[config.mk]
export PLATFORM = sky130hd
export DESIGN_NAME = tx_ring_buffer_packetizer
export DESIGN_NICKNAME = d
export VERILOG_FILES = /design/src/sv/txrb_pkg.sv /design/src/sv/txrb_regs.sv /design/src/sv/txrb_ctrl.sv /design/src/sv/txrb_dp.sv /design/src/sv/tx_ring_buffer_packetizer.sv
export VERILOG_INCLUDE_DIRS = /design/src /design/src/sv
export SDC_FILE = /design/constraint.sdc
export NUM_CORES = 1
export LEC_CHECK = 0
export ABC_AREA = 1
export BUFFER_PORTS_ARGS = -buffer_cell sky130_fd_sc_hd__buf_2
export CORE_UTILIZATION = 40
export CTS_CLUSTER_DIAMETER = 40
export DETAILED_ROUTE_END_ITERATION = 10
export REMOVE_ABC_BUFFERS = 1
export SYNTH_ARGS = -nofsm -noshare
export SYNTH_HDL_FRONTEND = slang
export SYNTH_SLANG_ARGS = --single-unit
[constraint.sdc]
create_clock -name aclk -period 4.7 [get_ports aclk]
set_clock_uncertainty 0.05 [all_clocks]
set_input_delay 0 -clock aclk [delete_from_list [all_inputs] [get_ports aclk]]
set_output_delay 0 -clock aclk [all_outputs]
set_load 0.1 [all_outputs]
[src/sv/tx_ring_buffer_packetizer_macros.svh]
// assertion macros shared by the transmit ring buffer packetizer
// no dependencies; included by files that carry concurrent assertions
`ifndef TX_RING_BUFFER_PACKETIZER_MACROS_SVH
`define TX_RING_BUFFER_PACKETIZER_MACROS_SVH

// same-cycle implication, held off while aresetn is low
`define TXRB_ASSERT_NOW(label, ante, cons) \
    label: assert property (@(posedge aclk) disable iff (!aresetn) (ante) |-> (cons)) \
        else $error("txrb check failed");

// next-cycle implication, held off while aresetn is low
`define TXRB_ASSERT_NEXT(label, ante, cons) \
    label: assert property (@(posedge aclk) disable iff (!aresetn) (ante) |=> (cons)) \
        else $error("txrb check failed");

`endif

[src/sv/txrb_pkg.sv]
// shared types and constants of the transmit ring buffer packetizer
// no dependencies
`timescale 1ns / 1ps

package txrb_pkg;

    localparam int BUFFER_DEPTH = 64;
    localparam int PTR_W        = $clog2(BUFFER_DEPTH);
    localparam int CHUNK_W      = 5;
    localparam int BYTE_W       = 8;
    localparam int FREE_W       = 8;
    localparam int ACT_W        = 2;
    localparam int KIND_W       = 2;
    localparam int APB_AW       = 4;
    localparam int APB_DW       = 32;
    localparam int REG_IDX_W    = 2;

    // action codes on the input channel
    localparam logic [ACT_W-1:0] ACT_WRITE = 2'd0;
    localparam logic [ACT_W-1:0] ACT_DONE  = 2'd1;
    localparam logic [ACT_W-1:0] ACT_FLUSH = 2'd2;

    // result kinds
    localparam logic [KIND_W-1:0] KIND_LINK    = 2'd0;
    localparam logic [KIND_W-1:0] KIND_STOPPED = 2'd1;
    localparam logic [KIND_W-1:0] KIND_STATUS  = 2'd2;

    // register indexes
    localparam logic [REG_IDX_W-1:0] REG_MAX_CHUNK = 2'd0;
    localparam logic [REG_IDX_W-1:0] REG_PAY_CMD   = 2'd1;
    localparam logic [REG_IDX_W-1:0] REG_TAG       = 2'd2;

    localparam logic [CHUNK_W-1:0] MAX_CHUNK_RST = 5'd31;
    localparam logic [BYTE_W-1:0]  PAY_CMD_RST   = 8'd160;
    localparam logic [BYTE_W-1:0]  TAG_RST       = 8'd80;

    typedef struct packed {
        logic [CHUNK_W-1:0] max_chunk;
        logic [BYTE_W-1:0]  payload_command;
        logic [BYTE_W-1:0]  stream_tag;
    } txrb_cfg_t;

    // commands from controller to datapath
    typedef struct packed {
        logic do_write;
        logic do_flush;
        logic do_stop;
        logic do_cmd;
        logic do_tag;
        logic do_data;
    } txrb_cmd_t;

    // status from datapath to controller
    typedef struct packed {
        logic buf_empty;
        logic rem_one;
        logic out_free;
    } txrb_stat_t;

endpackage

[src/sv/txrb_regs.sv]
// configuration register bank with apb-style access
// depends on txrb_pkg
`timescale 1ns / 1ps

module txrb_regs (
    input  logic                        aclk,
    input  logic                        aresetn,
    input  logic                        psel,
    input  logic                        penable,
    input  logic                        pwrite,
    input  logic [txrb_pkg::APB_AW-1:0] paddr,
    input  logic [txrb_pkg::APB_DW-1:0] pwdata,
    output logic [txrb_pkg::APB_DW-1:0] prdata,
    output logic                        pready,
    output txrb_pkg::txrb_cfg_t         cfg
);
    import txrb_pkg::*;

    txrb_cfg_t            cfg_reg;
    txrb_cfg_t            cfg_next;
    logic [REG_IDX_W-1:0] idx;
    logic                 wr_en;

    assign idx    = paddr[APB_AW-1:2];
    assign wr_en  = psel && penable && pwrite;
    assign pready = 1'b1;
    assign cfg    = cfg_reg;

    always_comb begin
        cfg_next = cfg_reg;
        if (wr_en) begin
            case (idx)
                REG_MAX_CHUNK: cfg_next.max_chunk       = pwdata[CHUNK_W-1:0];
                REG_PAY_CMD:   cfg_next.payload_command = pwdata[BYTE_W-1:0];
                REG_TAG:       cfg_next.stream_tag      = pwdata[BYTE_W-1:0];
                default:       cfg_next = cfg_reg;
            endcase
        end
    end

    always_comb begin
        case (idx)
            REG_MAX_CHUNK: prdata = APB_DW'(cfg_reg.max_chunk);
            REG_PAY_CMD:   prdata = APB_DW'(cfg_reg.payload_command);
            REG_TAG:       prdata = APB_DW'(cfg_reg.stream_tag);
            default:       prdata = '0;
        endcase
    end

    always_ff @(posedge aclk) begin
        if (!aresetn) begin
            cfg_reg.max_chunk       <= MAX_CHUNK_RST;
            cfg_reg.payload_command <= PAY_CMD_RST;
            cfg_reg.stream_tag      <= TAG_RST;
        end else begin
            cfg_reg <= cfg_next;
        end
    end

endmodule

[src/sv/txrb_ctrl.sv]
// controller: sequences one input beat at a time and the burst phases
// depends on txrb_pkg
`timescale 1ns / 1ps

module txrb_ctrl (
    input  logic                       aclk,
    input  logic                       aresetn,
    input  logic                       s_tvalid,
    output logic                       s_tready,
    input  logic [txrb_pkg::ACT_W-1:0] action,
    input  txrb_pkg::txrb_stat_t       stat,
    output txrb_pkg::txrb_cmd_t        cmd
);
    import txrb_pkg::*;

    localparam logic [1:0] ST_IDLE = 2'd0;
    localparam logic [1:0] ST_TAG  = 2'd1;
    localparam logic [1:0] ST_DATA = 2'd2;

    logic [1:0] state_reg;
    logic [1:0] state_next;
    logic       accept;

    assign s_tready = (state_reg == ST_IDLE) && stat.out_free;
    assign accept   = s_tvalid && s_tready;

    always_comb begin
        state_next = state_reg;
        cmd        = '0;
        case (state_reg)
            ST_IDLE: begin
                if (accept) begin
                    case (action)
                        ACT_WRITE: cmd.do_write = 1'b1;
                        ACT_FLUSH: cmd.do_flush = 1'b1;
                        ACT_DONE: begin
                            if (stat.buf_empty) begin
                                cmd.do_stop = 1'b1;
                            end else begin
                                cmd.do_cmd = 1'b1;
                                state_next = ST_TAG;
                            end
                        end
                        default: cmd = '0;
                    endcase
                end
            end
            ST_TAG: begin
                if (stat.out_free) begin
                    cmd.do_tag = 1'b1;
                    state_next = ST_DATA;
                end
            end
            ST_DATA: begin
                if (stat.out_free) begin
                    cmd.do_data = 1'b1;
                    if (stat.rem_one) begin
                        state_next = ST_IDLE;
                    end
                end
            end
            default: state_next = ST_IDLE;
        endcase
    end

    always_ff @(posedge aclk) begin
        if (!aresetn) begin
            state_reg <= ST_IDLE;
        end else begin
            state_reg <= state_next;
        end
    end

endmodule

[src/sv/txrb_dp.sv]
// datapath: byte store, pointers, burst count and the output register
// depends on txrb_pkg
`timescale 1ns / 1ps

module txrb_dp (
    input  logic                        aclk,
    input  logic                        aresetn,
    input  txrb_pkg::txrb_cfg_t         cfg,
    input  txrb_pkg::txrb_cmd_t         cmd,
    output txrb_pkg::txrb_stat_t        stat,
    input  logic [txrb_pkg::BYTE_W-1:0] data_byte,
    output logic                        m_tvalid,
    input  logic                        m_tready,
    output logic [txrb_pkg::KIND_W-1:0] m_kind,
    output logic [txrb_pkg::BYTE_W-1:0] m_link_byte,
    output logic                        m_last,
    output logic [txrb_pkg::FREE_W-1:0] m_free_space,
    output logic                        m_overflow
);
    import txrb_pkg::*;

    localparam int CMP_W = (PTR_W > CHUNK_W) ? PTR_W : CHUNK_W;

    function automatic logic [PTR_W-1:0] ptr_inc(input logic [PTR_W-1:0] p);
        logic [PTR_W-1:0] r;
        r = (p == PTR_W'(BUFFER_DEPTH - 1)) ? '0 : p + 1'b1;
        return r;
    endfunction

    logic [BYTE_W-1:0]  mem [BUFFER_DEPTH];
    logic [BYTE_W-1:0]  rdata_reg;

    logic [PTR_W-1:0]   wp_reg, wp_next;
    logic [PTR_W-1:0]   rp_reg, rp_next;
    logic [CHUNK_W-1:0] rem_reg, rem_next;
    logic [FREE_W-1:0]  bfree_reg, bfree_next;

    logic               valid_reg, valid_next;
    logic [KIND_W-1:0]  kind_reg, kind_next;
    logic [BYTE_W-1:0]  byte_reg, byte_next;
    logic               last_reg, last_next;
    logic [FREE_W-1:0]  free_reg, free_next;
    logic               ovf_reg, ovf_next;

    logic [PTR_W-1:0]   fill;
    logic [PTR_W-1:0]   space;
    logic [CHUNK_W-1:0] lim;
    logic [CHUNK_W-1:0] cnt;
    logic               full;
    logic               load;

    always_comb begin
        if (wp_reg >= rp_reg) begin
            fill = wp_reg - rp_reg;
        end else begin
            fill = PTR_W'({1'b0, wp_reg} + (PTR_W+1)'(BUFFER_DEPTH) - {1'b0, rp_reg});
        end
    end

    assign space = PTR_W'(BUFFER_DEPTH - 1) - fill;
    assign full  = (space == '0);
    assign lim   = (cfg.max_chunk == '0) ? CHUNK_W'(1) : cfg.max_chunk;
    assign cnt   = (CMP_W'(fill) > CMP_W'(lim)) ? lim : CHUNK_W'(fill);

    assign load  = cmd.do_write || cmd.do_flush || cmd.do_stop ||
                   cmd.do_cmd || cmd.do_tag || cmd.do_data;

    always_comb begin
        wp_next    = wp_reg;
        rp_next    = rp_reg;
        rem_next   = rem_reg;
        bfree_next = bfree_reg;
        kind_next  = kind_reg;
        byte_next  = byte_reg;
        last_next  = last_reg;
        free_next  = free_reg;
        ovf_next   = ovf_reg;

        if (cmd.do_write) begin
            kind_next = KIND_STATUS;
            byte_next = '0;
            last_next = 1'b1;
            ovf_next  = full;
            if (full) begin
                free_next = '0;
            end else begin
                wp_next   = ptr_inc(wp_reg);
                free_next = FREE_W'(space - 1'b1);
            end
        end
        if (cmd.do_flush) begin
            wp_next   = '0;
            rp_next   = '0;
            kind_next = KIND_STATUS;
            byte_next = '0;
            last_next = 1'b1;
            ovf_next  = 1'b0;
            free_next = FREE_W'(BUFFER_DEPTH - 1);
        end
        if (cmd.do_stop) begin
            kind_next = KIND_STOPPED;
            byte_next = '0;
            last_next = 1'b1;
            ovf_next  = 1'b0;
            free_next = FREE_W'(space);
        end
        if (cmd.do_cmd) begin
            rem_next   = cnt;
            bfree_next = FREE_W'(space) + FREE_W'(cnt);
            kind_next  = KIND_LINK;
            byte_next  = cfg.payload_command;
            last_next  = 1'b0;
            ovf_next   = 1'b0;
            free_next  = FREE_W'(space) + FREE_W'(cnt);
        end
        if (cmd.do_tag) begin
            kind_next = KIND_LINK;
            byte_next = cfg.stream_tag;
            last_next = 1'b0;
            ovf_next  = 1'b0;
            free_next = bfree_reg;
        end
        if (cmd.do_data) begin
            rp_next   = ptr_inc(rp_reg);
            rem_next  = rem_reg - 1'b1;
            kind_next = KIND_LINK;
            byte_next = rdata_reg;
            last_next = (rem_reg == CHUNK_W'(1));
            ovf_next  = 1'b0;
            free_next = bfree_reg;
        end
    end

    // output register empties on a taken beat, refills on any load
    always_comb begin
        if (load) begin
            valid_next = 1'b1;
        end else if (m_tready) begin
            valid_next = 1'b0;
        end else begin
            valid_next = valid_reg;
        end
    end

    // store: one write port, one registered read port that tracks the next read pointer
    always_ff @(posedge aclk) begin
        if (cmd.do_write && !full) begin
            mem[wp_reg] <= data_byte;
        end
        rdata_reg <= mem[rp_next];
    end

    always_ff @(posedge aclk) begin
        if (!aresetn) begin
            wp_reg    <= '0;
            rp_reg    <= '0;
            rem_reg   <= '0;
            valid_reg <= 1'b0;
        end else begin
            wp_reg    <= wp_next;
            rp_reg    <= rp_next;
            rem_reg   <= rem_next;
            valid_reg <= valid_next;
        end
    end

    always_ff @(posedge aclk) begin
        bfree_reg <= bfree_next;
        kind_reg  <= kind_next;
        byte_reg  <= byte_next;
        last_reg  <= last_next;
        free_reg  <= free_next;
        ovf_reg   <= ovf_next;
    end

    assign stat.buf_empty = (fill == '0);
    assign stat.rem_one   = (rem_reg == CHUNK_W'(1));
    assign stat.out_free  = !valid_reg || m_tready;

    assign m_tvalid     = valid_reg;
    assign m_kind       = kind_reg;
    assign m_link_byte  = byte_reg;
    assign m_last       = last_reg;
    assign m_free_space = free_reg;
    assign m_overflow   = ovf_reg;

endmodule

[src/sv/tx_ring_buffer_packetizer.sv]
// top level of the transmit ring buffer packetizer
// depends on txrb_pkg, txrb_regs, txrb_ctrl, txrb_dp and the macros header
//
//   channel   direction  handshake            payload
//   s_        in         s_tvalid/s_tready    tuser action, tdata data_byte
//   m_        out        m_tvalid/m_tready    tuser kind, tlast last,
//                                             tdata link_byte/free_space/overflow
//   apb       in         psel/penable/pready  max_chunk, payload_command, stream_tag
//
// after a write, flush or empty-buffer done beat the result sits in the output register;
// the next input beat can be taken in the same cycle it leaves; a done beat with data
// yields 2 + n result beats (n = min(fill, max_chunk), max_chunk 0 counting as 1),
// one per cycle while m_tready stays high; the single byte-store read port sets that pace
// aresetn (synchronous, active low) empties the buffer and loads register defaults;
// the byte store itself is not cleared
// a stalled m_ side holds the current result and blocks new input beats
`timescale 1ns / 1ps

`include "tx_ring_buffer_packetizer_macros.svh"

module tx_ring_buffer_packetizer (
    input  logic                        aclk,
    input  logic                        aresetn,

    // input channel
    input  logic                        s_tvalid,
    output logic                        s_tready,
    input  logic [7:0]                  s_tdata,   // [7:0] data_byte
    input  logic [1:0]                  s_tuser,   // [1:0] action

    // result channel
    output logic                        m_tvalid,
    input  logic                        m_tready,
    output logic [23:0]                 m_tdata,   // [7:0] link_byte, [15:8] free_space,
                                                   // [16] overflow, [23:17] zero
    output logic [1:0]                  m_tuser,   // [1:0] kind
    output logic                        m_tlast,

    // configuration port
    input  logic                        psel,
    input  logic                        penable,
    input  logic                        pwrite,
    input  logic [txrb_pkg::APB_AW-1:0] paddr,
    input  logic [txrb_pkg::APB_DW-1:0] pwdata,
    output logic [txrb_pkg::APB_DW-1:0] prdata,
    output logic                        pready
);
    import txrb_pkg::*;

    txrb_cfg_t          cfg;
    txrb_cmd_t          cmd;
    txrb_stat_t         stat;

    logic [KIND_W-1:0]  kind;
    logic [BYTE_W-1:0]  link_byte;
    logic [FREE_W-1:0]  free_space;
    logic               overflow;

    // register bank
    txrb_regs u_regs (
        .aclk    (aclk),
        .aresetn (aresetn),
        .psel    (psel),
        .penable (penable),
        .pwrite  (pwrite),
        .paddr   (paddr),
        .pwdata  (pwdata),
        .prdata  (prdata),
        .pready  (pready),
        .cfg     (cfg)
    );

    // sequencer: idle, tag beat, data beats
    txrb_ctrl u_ctrl (
        .aclk     (aclk),
        .aresetn  (aresetn),
        .s_tvalid (s_tvalid),
        .s_tready (s_tready),
        .action   (s_tuser[ACT_W-1:0]),
        .stat     (stat),
        .cmd      (cmd)
    );

    // buffer, pointers and output register
    txrb_dp u_dp (
        .aclk         (aclk),
        .aresetn      (aresetn),
        .cfg          (cfg),
        .cmd          (cmd),
        .stat         (stat),
        .data_byte    (s_tdata[BYTE_W-1:0]),
        .m_tvalid     (m_tvalid),
        .m_tready     (m_tready),
        .m_kind       (kind),
        .m_link_byte  (link_byte),
        .m_last       (m_tlast),
        .m_free_space (free_space),
        .m_overflow   (overflow)
    );

    // pack the result beat, lowest field first
    assign m_tdata = {7'd0, overflow, free_space, link_byte};
    assign m_tuser = kind;

    // at most one datapath command per cycle
    `TXRB_ASSERT_NOW(a_cmd_onehot, 1'b1, $onehot0(cmd))
    // no input beat is taken while a burst is still being sent
    `TXRB_ASSERT_NOW(a_no_accept_in_burst, cmd.do_tag || cmd.do_data, !s_tready)
    // a burst opens with a link byte that is not marked last
    `TXRB_ASSERT_NEXT(a_burst_head, cmd.do_cmd, m_tvalid && !m_tlast && m_tuser == KIND_LINK)
    // overflow is only ever flagged on a status beat
    `TXRB_ASSERT_NOW(a_ovf_status, m_tvalid && m_tdata[16], m_tuser == KIND_STATUS)

endmodule
After elaboration in Yosys (flattened, before gate mapping)

Memory sizes are Yosys's and may differ from the RTL's. A register that Yosys moved wholly into a read port is not among the register bits.
Cells that the tools add are included.

Reductions and logical operators: 33
$add $sub $neg: 9
Equality and inequality tests: 15
Muxes and demuxes: 53
Bitwise operators: 2
Order comparisons: 2

Operators with widths:

| operator            | count |
|---|---|
| $mux 8              | 13 |
| $mux 6              | 6 |
| $pmux 8 s3          | 1 |
| $mux 5              | 4 |
| $add 6x1->6 const B | 3 |
| $mux 2              | 9 |
| $mux 1              | 16 |
| $eq 6x6->1 const B  | 2 |
| $logic_not 6->1     | 2 |
| $sub 6x6->6         | 2 |
| $reduce_and 2->1    | 4 |
| $add 6x5->7         | 1 |
| $sub 6x1->7 const B | 1 |
| $eq 2x1->1 const B  | 3 |
| $eq 2x2->1 const B  | 3 |
| $ge 6x6->1          | 1 |
| $gt 6x5->1          | 1 |
| $logic_not 2->1     | 3 |
| $logic_or 1x1->1    | 6 |
| $ne 2x1->1 const B  | 3 |
| $ne 2x2->1 const B  | 3 |
| $pmux 2 s3          | 1 |
| $reduce_and 6->1    | 1 |
| $reduce_bool 2->1   | 3 |
| 15 further kinds    | 22 |

Output and inout bits: 62
Memories kept: 1
Memory bits (writable): 512
Word-level logic and storage cells: 130
Input bits: 53
Register bits: 69

Memories:

| memory   | depth | width | read ports | clocked after Yosys merged registers in | write ports | RTL line      | text |
|---|---|---|---|---|---|---|---|
| u_dp.mem | 64    | 8     | 1          | 1                                       | 1           | txrb_dp.sv:30 | `logic [BYTE_W-1:0] mem [BUFFER_DEPTH];` |

Depth between registers and ports, before layout

Word-level depth: 14
Depth in mapped cells: 27
Mapped depth without buffers: 27

Modules after synthesis

Synthesis repeated with hierarchy kept, for this count alone.

Cell total of the unflattened synthesis: 2,671
Area, all modules: 27,373.8 sq um

Modules (own cells, without submodules):

| module                    | times used | area an instance (sq um) | seq. area each (sq um) | cells an instance |
|---|---|---|---|---|
| txrb_dp                   | 1          | 25,878.6                 | 16,676.0               | 2,445 |
| txrb_regs                 | 1          | 1,232.4                  | 420.4                  | 183 |
| txrb_ctrl                 | 1          | 198.9                    | 40.0                   | 34 |
| tx_ring_buffer_packetizer | 1          | 63.8                     | 0.0                    | 9 |

Worst setup path before layout

OpenSTA, ideal clock, no wires.

Kind: register to register
From: register u_dp.wp_reg[0]
To: register u_dp.free_reg[4] (netlist: u_dp.m_free_space[4]) (data pin)
Cell stages (with the launch flop): 21
Required time: 4.498 ns
Setup time: 0.152 ns
Clock period less this slack: 3.832 ns
Path buffers: 0
Arrival: 3.630 ns
Setup slack: 0.868 ns
Path through: dfxtp_1 -> inv_1 -> ha_1 -> inv_1 -> fa_1 -> xor2_1 -> ha_1 -> nand2_1 -> o21ai_0 -> nand2_1 -> nand2_1 -> o21ai_0 -> nand2_1 -> o21ai_0 -> ha_1 -> inv_1 -> fa_1 -> o21ai_0 -> xor2_1 -> nand2_1 -> a31oi_1

Longest elaborated chain between the ends: 12
Elaborated cells on any way between the ends: 24
Classes of those cells: 6 x add/sub; 2 x order compare; 14 x mux; 2 x reduce/logical

Ends and longest elaborated chain:

| element                                        | RTL line                       | text |
|---|---|---|
| from (decl)                                    | txrb_dp.sv:33                  | `logic [PTR_W-1:0] wp_reg, wp_next;` |
| from (signal assigned)                         | txrb_dp.sv:160                 | `wp_reg <= wp_next;` |
| $add 6x1->6                                    | txrb_dp.sv:56                  | `fill = PTR_W'({1'b0, wp_reg} + (PTR_W+1)'(BUFFER_DEPTH) - {1'b0, rp_reg});` |
| $sub 6x6->6                                    | txrb_dp.sv:56                  |  |
| $mux 6 *                                       | txrb_dp.sv:53                  | `if (wp_reg >= rp_reg) begin` |
| $sub 6x6->6 or $logic_not 6->1 (tied branches) | txrb_dp.sv:60, txrb_dp.sv:176  |  |
| $sub 6x1->7, or another cell as far along      | txrb_dp.sv:88                  | `free_next = FREE_W'(space - 1'b1);` |
| $mux 8 or $mux 2 (tied branches)               | txrb_dp.sv:84, txrb_ctrl.sv:33 |  |
| $mux 8 or $mux 6 (tied branches)               | txrb_dp.sv:79, txrb_ctrl.sv:32 |  |
| $mux 8 or $mux 4 (tied branches)               | txrb_dp.sv:91, txrb_ctrl.sv:30 |  |
| $mux 8                                         | txrb_dp.sv:100                 | `if (cmd.do_stop) begin` |
| $mux 8 *                                       | txrb_dp.sv:107                 | `if (cmd.do_cmd) begin` |
| $mux 8 *                                       | txrb_dp.sv:116                 | `if (cmd.do_tag) begin` |
| $mux 8 *                                       | txrb_dp.sv:123                 | `if (cmd.do_data) begin` |
| net u_dp.free_next[4]                          | txrb_dp.sv:42                  | `logic [FREE_W-1:0] free_reg, free_next;` |
| to (signal assigned)                           | txrb_dp.sv:172                 | `free_reg <= free_next;` |
| to (decl)                                      | txrb_dp.sv:42                  |  |

Mark *: on every way through the listed nets, which the timed path passes. The rest lies on a longest branch. The select of a mux whose other input is x is not followed.
A chain may end at the register's enable or synchronous reset.

Final worst setup path

From: register u_dp.rp_reg[2]
To: register u_dp.free_reg[4] (netlist: u_dp.m_free_space[4]) (data pin)

Longest elaborated chain between the ends: 11
Elaborated cells on any way between the ends: 23
Classes of those cells: 5 x add/sub; 2 x order compare; 14 x mux; 2 x reduce/logical

Ends and longest elaborated chain:

| element                                        | RTL line                       | text |
|---|---|---|
| from (decl)                                    | txrb_dp.sv:34                  | `logic [PTR_W-1:0] rp_reg, rp_next;` |
| from (signal assigned)                         | txrb_dp.sv:161                 | `rp_reg <= rp_next;` |
| $sub 6x6->6, or another cell as far along      | txrb_dp.sv:56                  |  |
| $mux 6 *                                       | txrb_dp.sv:53                  |  |
| $sub 6x6->6 or $logic_not 6->1 (tied branches) | txrb_dp.sv:60, txrb_dp.sv:176  |  |
| $sub 6x1->7, or another cell as far along      | txrb_dp.sv:88                  |  |
| $mux 8 or $mux 2 (tied branches)               | txrb_dp.sv:84, txrb_ctrl.sv:33 |  |
| $mux 8 or $mux 6 (tied branches)               | txrb_dp.sv:79, txrb_ctrl.sv:32 |  |
| $mux 8 or $mux 4 (tied branches)               | txrb_dp.sv:91, txrb_ctrl.sv:30 |  |
| $mux 8                                         | txrb_dp.sv:100                 |  |
| $mux 8 *                                       | txrb_dp.sv:107                 |  |
| $mux 8 *                                       | txrb_dp.sv:116                 |  |
| $mux 8 *                                       | txrb_dp.sv:123                 |  |
| net u_dp.free_next[4]                          | txrb_dp.sv:42                  |  |

Marks and branches as above.

==> results list <==
- The run finished with clean final reports.
- TritonCTS clock tree: done
- Worst VDD drop: around 240 µV
* Storage cell area: ~17000 µm²
- In the final layout, the share of cells above drive strength 1 is about 11%.
- Net switching is 23.9% of the power.
- The initial utilization of the core area, before any placement, comes to 40.5%.
* Number of cells in the finished layout apart from fillers: about 3700
- In this run, CTS created clock tree buffers numbering 87.
- The routed layout has 19500 vias.
- Cell breakdown of the critical path: inv_1 -> ha_1 -> nand3_1 -> nand2_1 -> nand2_1 -> nand2_1 -> inv_1 -> ha_1 -> nand2_1 -> o21ai_0 -> nand2_1 -> nand2_1 -> o21ai_0 -> nand2_2 -> nand2_1 -> o21ai_1 -> ha_1 -> inv_1 -> fa_1 -> o21ai_0 -> xor2_1 -> nand2_1 -> a31oi_1
* Final Setup Violations: 0
- The critical path ends at u_dp.m_free_space[4].
- Post-synthesis cell area: between 20000 and 30000 µm²
- Global routing finished with a remaining overflow of 0.
- The worst hold path belongs to the class input pin to flip-flop.
- Quantity of I/O buffers inserted on ports: 56
* CP required: between 5000 and 6000 ps
* Leakage: about 12 nW
- Summed over all nets, the half-perimeter wirelength after detailed placement is between 40000 and 50000 µm.
- For this run, asynchronously set or reset flops after synthesis account for 0%.
- Number of enable flip-flop cells after synthesis: 536
- In this run the worst setup path begins at u_dp.rp_reg[2].
- STA classifies the critical path endpoint as a flip-flop.
- In the final layout, the multi-input gates occupy 7760 µm².
- A synthesized cell averages between 10 and 15 µm².
* Minimum setup slack after placement: around 320 ps
* Slack of the critical path: ~360 ps
- Max-slew headroom: 22.0%
- In this run the power density over the cells is 418 nW/µm².
- Number of levels in the clock H-tree: 3
- Max capacitance violation total: 0
- The initial antenna violation count is 0.
- Summed over all instances, the cell type with the most area after synthesis is sky130_fd_sc_hd__edfxtp_1.
- Number of sinks handled by clock tree synthesis: 588
* Most prevalent standard cell on the critical path: sky130_fd_sc_hd__nand2_1
- In the synthesized netlist the dominant register cell turns out to be sky130_fd_sc_hd__edfxtp_1.
- The worst register-to-register path begins at u_dp.rp_reg[2].
* Share of the synthesized area in the top cell type: approximately 60%
* Reg power frac: between 40% and 50%
- Count of warnings emitted by yosys: 0
- Measured against the total synthesized area, the mux share comes to 0%.
- Global routing used a little over a fifth of the available tracks.
* Pins over their slew limit: 0
* Final worst path period need: 4340 ps
* Worst EP arrival: ~4700 ps
- Parity-gate share of the synthesized area counting xor and xnor cells: less than 1%
- The clock network accounts for 49.5% of the total power.
* Synth Area in Compound Gates: 2.31%
- Clock Root Buffer: sky130_fd_sc_hd__clkbuf_16
- Worst-case reg-to-reg path depth: 23
* Worst Path Buf+Inv: 3
- Final-stage net count: about 2800
- Clock-pin slew was measured on the worst setup and hold paths at approximately 60 ps.
- No sink is reached through more buffers than the 3 on the longest clock path.
- After synthesis, the largest family of logic cells by area is simple AND/OR/NAND/NOR gates.
- The synthesized netlist devotes under 10% of its cell area to adder and majority cells.
* Die H: around 260 µm
- Number of distinct standard cells referenced by the synthesized netlist: between 40 and 50
* Critical setup path kind: flip-flop to flip-flop
- The number of global-route vias before repair was about 19000.
* Largest register FFs: just over 500
* WP depth: 23
- DRC marker count from the first detailed-route iteration: 2018
- After Yosys synthesis, and, or, nand and nor cells account for approximately a quarter of the synthesized area.
- The worst setup path is launched from a flip-flop.
- The congestion estimate from routability-driven global placement came to approximately 0.85.
* Clock latency on the worst-skew pair: approximately 630 ps
- Achievable frequency: around 230 MHz
- Rows: 95
- Int Pwr: 10.0 mW
- Vias/cell: between 5 and 6
- Cell family with the largest share of critical-path delay: adder cells
- Maximum number of pins on one net before global-route repair: approximately 160
- The total count of hold-check failures in the final report was 0.
- DIE AREA: 69000 µm²
* Top cells by area, synth: sky130_fd_sc_hd__edfxtp_1 (59%), sky130_fd_sc_hd__nand3_1 (11%), sky130_fd_sc_hd__nand2_1 (5.5%)
- For this design the total switching power over the nets is 3.16 mW.
- The worst register-to-register path ends at u_dp.m_free_space[4].
- CP max-delay cell: sky130_fd_sc_hd__fa_1
- Once detail routing completed, the nets flagged for antenna violations numbered 0.
- Period utilisation layout: between 90 and 100%
- Synthesis-to-layout area growth: 16.2%
- Synthesis inferred between 500 and 600 register bits.
* RSZ-0062 raised after global routing: false
- The first global-routing pass estimated around 110000 µm of wire.
- Combinational share of power: 6.8%
- From left edge to right edge, the die measures between 200 and 300 µm.
- The final layout contains routed wiring with a total length of 72800 µm.
- Sequential-to-total area share from yosys stat: 63.0%
- Number of placed cells counting well taps: about 3500
- Counting the fill cells in the layout gives between 6000 and 7000.
* Final routed wire length divided by cell count: ~20 µm
- Flop-to-flop setup slack: roughly 360 ps
- For this run, the share of the core covered by cells in the final layout is approximately 47%.
* Inserted Diodes: 0
* Maximum single-stage delay on the critical path: 460 ps
* Biggest fanout along the worst timing path: 8
* CORE AREA: around 67000 µm²
* Ports: 115
- For the pin with the worst max-slew slack, the measured transition is 1170 ps.
* DRC errors left: 0
* Number of instances in the synthesized netlist: about 2600
- Pre-Repair DR Iteration Count: 6
## cell usage after synthesis, types with 4 or more instances
master                     instances
sky130_fd_sc_hd__nand2_2           5
sky130_fd_sc_hd__ha_1             21
sky130_fd_sc_hd__nor2_2            5
sky130_fd_sc_hd__clkbuf_1         24
sky130_fd_sc_hd__o21ai_0          35
sky130_fd_sc_hd__inv_2             5
sky130_fd_sc_hd__dfxtp_1          52
sky130_fd_sc_hd__inv_1           363
sky130_fd_sc_hd__o221ai_1          8
sky130_fd_sc_hd__nand2_1         400
sky130_fd_sc_hd__xor2_1            6
sky130_fd_sc_hd__buf_6             7
sky130_fd_sc_hd__o211ai_1         14
sky130_fd_sc_hd__nor2_1          124
sky130_fd_sc_hd__buf_2            76
sky130_fd_sc_hd__nand3b_1        195
sky130_fd_sc_hd__nand3_1         585
sky130_fd_sc_hd__nand4_1           4
sky130_fd_sc_hd__buf_4            66
sky130_fd_sc_hd__xnor2_1           4
sky130_fd_sc_hd__edfxtp_1        536
sky130_fd_sc_hd__buf_1             4
sky130_fd_sc_hd__a21oi_1          29
## area by class of cell
cell class | count | share of cell area [%]
Inverter | 369 | 4.38
Tap cell | 873 | 3.46
Clock buffer | 102 | 7.20
Sequential cell | 588 | 54.2
Timing Repair Buffer | 166 | 4.01
Multi-Input combinational cell | 1501 | 24.6
Clock inverter | 58 | 2.13
## worst reg2reg max path, stage by stage, from the launching register on
cell,delay [ps]
sky130_fd_sc_hd__dfxtp_1,420
sky130_fd_sc_hd__inv_1,90
sky130_fd_sc_hd__ha_1,400
sky130_fd_sc_hd__nand3_1,150
sky130_fd_sc_hd__nand2_1,100
sky130_fd_sc_hd__nand2_1,50
sky130_fd_sc_hd__nand2_1,160
sky130_fd_sc_hd__inv_1,100
sky130_fd_sc_hd__ha_1,330
sky130_fd_sc_hd__nand2_1,60
sky130_fd_sc_hd__o21ai_0,190
sky130_fd_sc_hd__nand2_1,80
sky130_fd_sc_hd__nand2_1,60
sky130_fd_sc_hd__o21ai_0,90
sky130_fd_sc_hd__nand2_2,140
sky130_fd_sc_hd__nand2_1,60
sky130_fd_sc_hd__o21ai_1,140
sky130_fd_sc_hd__ha_1,210
sky130_fd_sc_hd__inv_1,70
sky130_fd_sc_hd__fa_1,460
sky130_fd_sc_hd__o21ai_0,280
sky130_fd_sc_hd__xor2_1,220
sky130_fd_sc_hd__nand2_1,80
sky130_fd_sc_hd__a31oi_1,200
## logic make-up (layout without fill, tap and decap cells)
kind of cell               count (synthesis)  in the layout
and+or+nand+nor                         1331           1331
DFF                                      588            588
buffers and inverters                    547            695
AOI/OAI and AO/OA                        103            103
adders and majority gates                 23             23
xor gates and xnor gates                  11             11
other                                      2             33
## worst min path at each step
| stage | from | endpoint | cells past startpoint |
|---|---|---|---|
| after floorplan | aresetn | u_regs.cfg[4] | 1 |
| after global placement | pwdata[7] | u_regs.cfg[15] | 3 |
| after detailed placement | pwdata[5] | u_regs.cfg[13] | 3 |
| after CTS | penable | u_regs.cfg[18] | 4 |
| after global routing | s_tdata[7] | u_dp.mem[39][7] | 1 |
| final | s_tdata[7] | u_dp.mem[38][7] | 1 |
## metrics by stage
step / hold WS, ps / TNS [ps] / total power [mW] / area [µm²]
2_1_floorplan: 34.1 / -40310 / 6.50 / 26200
3_3_place_gp: 187 / 0 / 6.74 / 28300
3_5_place_dp: 202 / 0 / 6.76 / 28300
4_1_cts: 15.0 / 0 / 13.3 / 31600
5_1_grt: 53.1 / 0 / 13.6 / 31600
6_report: 15.3 / 0 / 13.2 / 31600
## routing by layer
metal	part of all wire (%)	GRT usage, %	up-vias	wire (µm)
met5	0	0	-	0
met4	2.6	7.54	0	1910
met3	6.8	3.18	123	4960
met2	47	34.3	793	34200
met1	44	28.5	9476	31700
li1	-	-	9063	-
## repair_timing
item,4_1_cts,5_1_grt
buffers inserted,0,0
gates resized for setup,0,3
endpoints found under the hold margin,102,0
endpoints found under the setup margin,0,3
hold buffers,29,0
## power groups by stage
stage                     clock, mW  sequential (mW)  combinational [mW]
after floorplan                   0             6.04               0.467
after global routing           6.85             5.78               0.956
after CTS                      6.63             5.78               0.893
final                          6.54             5.78               0.893
after global placement            0             5.88               0.861
after detailed placement          0             5.88               0.873
## cell usage in the layout (no fill, tap or decap), types with 11 or more instances in the layout
master / synthesis / final
sky130_fd_sc_hd__conb_1: 2 / 33
sky130_fd_sc_hd__dlygate4sd3_1: 0 / 29
sky130_fd_sc_hd__buf_2: 76 / 56
sky130_fd_sc_hd__nand2_1: 400 / 398
sky130_fd_sc_hd__nand3_1: 585 / 585
sky130_fd_sc_hd__buf_4: 66 / 74
sky130_fd_sc_hd__nor2_1: 124 / 124
sky130_fd_sc_hd__nand3b_1: 195 / 195
sky130_fd_sc_hd__inv_1: 363 / 362
sky130_fd_sc_hd__edfxtp_1: 536 / 536
sky130_fd_sc_hd__clkbuf_16: 0 / 89
sky130_fd_sc_hd__a21oi_1: 29 / 28
sky130_fd_sc_hd__bufinv_16: 0 / 11
sky130_fd_sc_hd__o211ai_1: 14 / 14
sky130_fd_sc_hd__ha_1: 21 / 21
sky130_fd_sc_hd__clkbuf_1: 24 / 13
sky130_fd_sc_hd__o21ai_0: 35 / 34
sky130_fd_sc_hd__inv_6: 0 / 12
sky130_fd_sc_hd__dfxtp_1: 52 / 52
(Power assumes the default switching activity.)
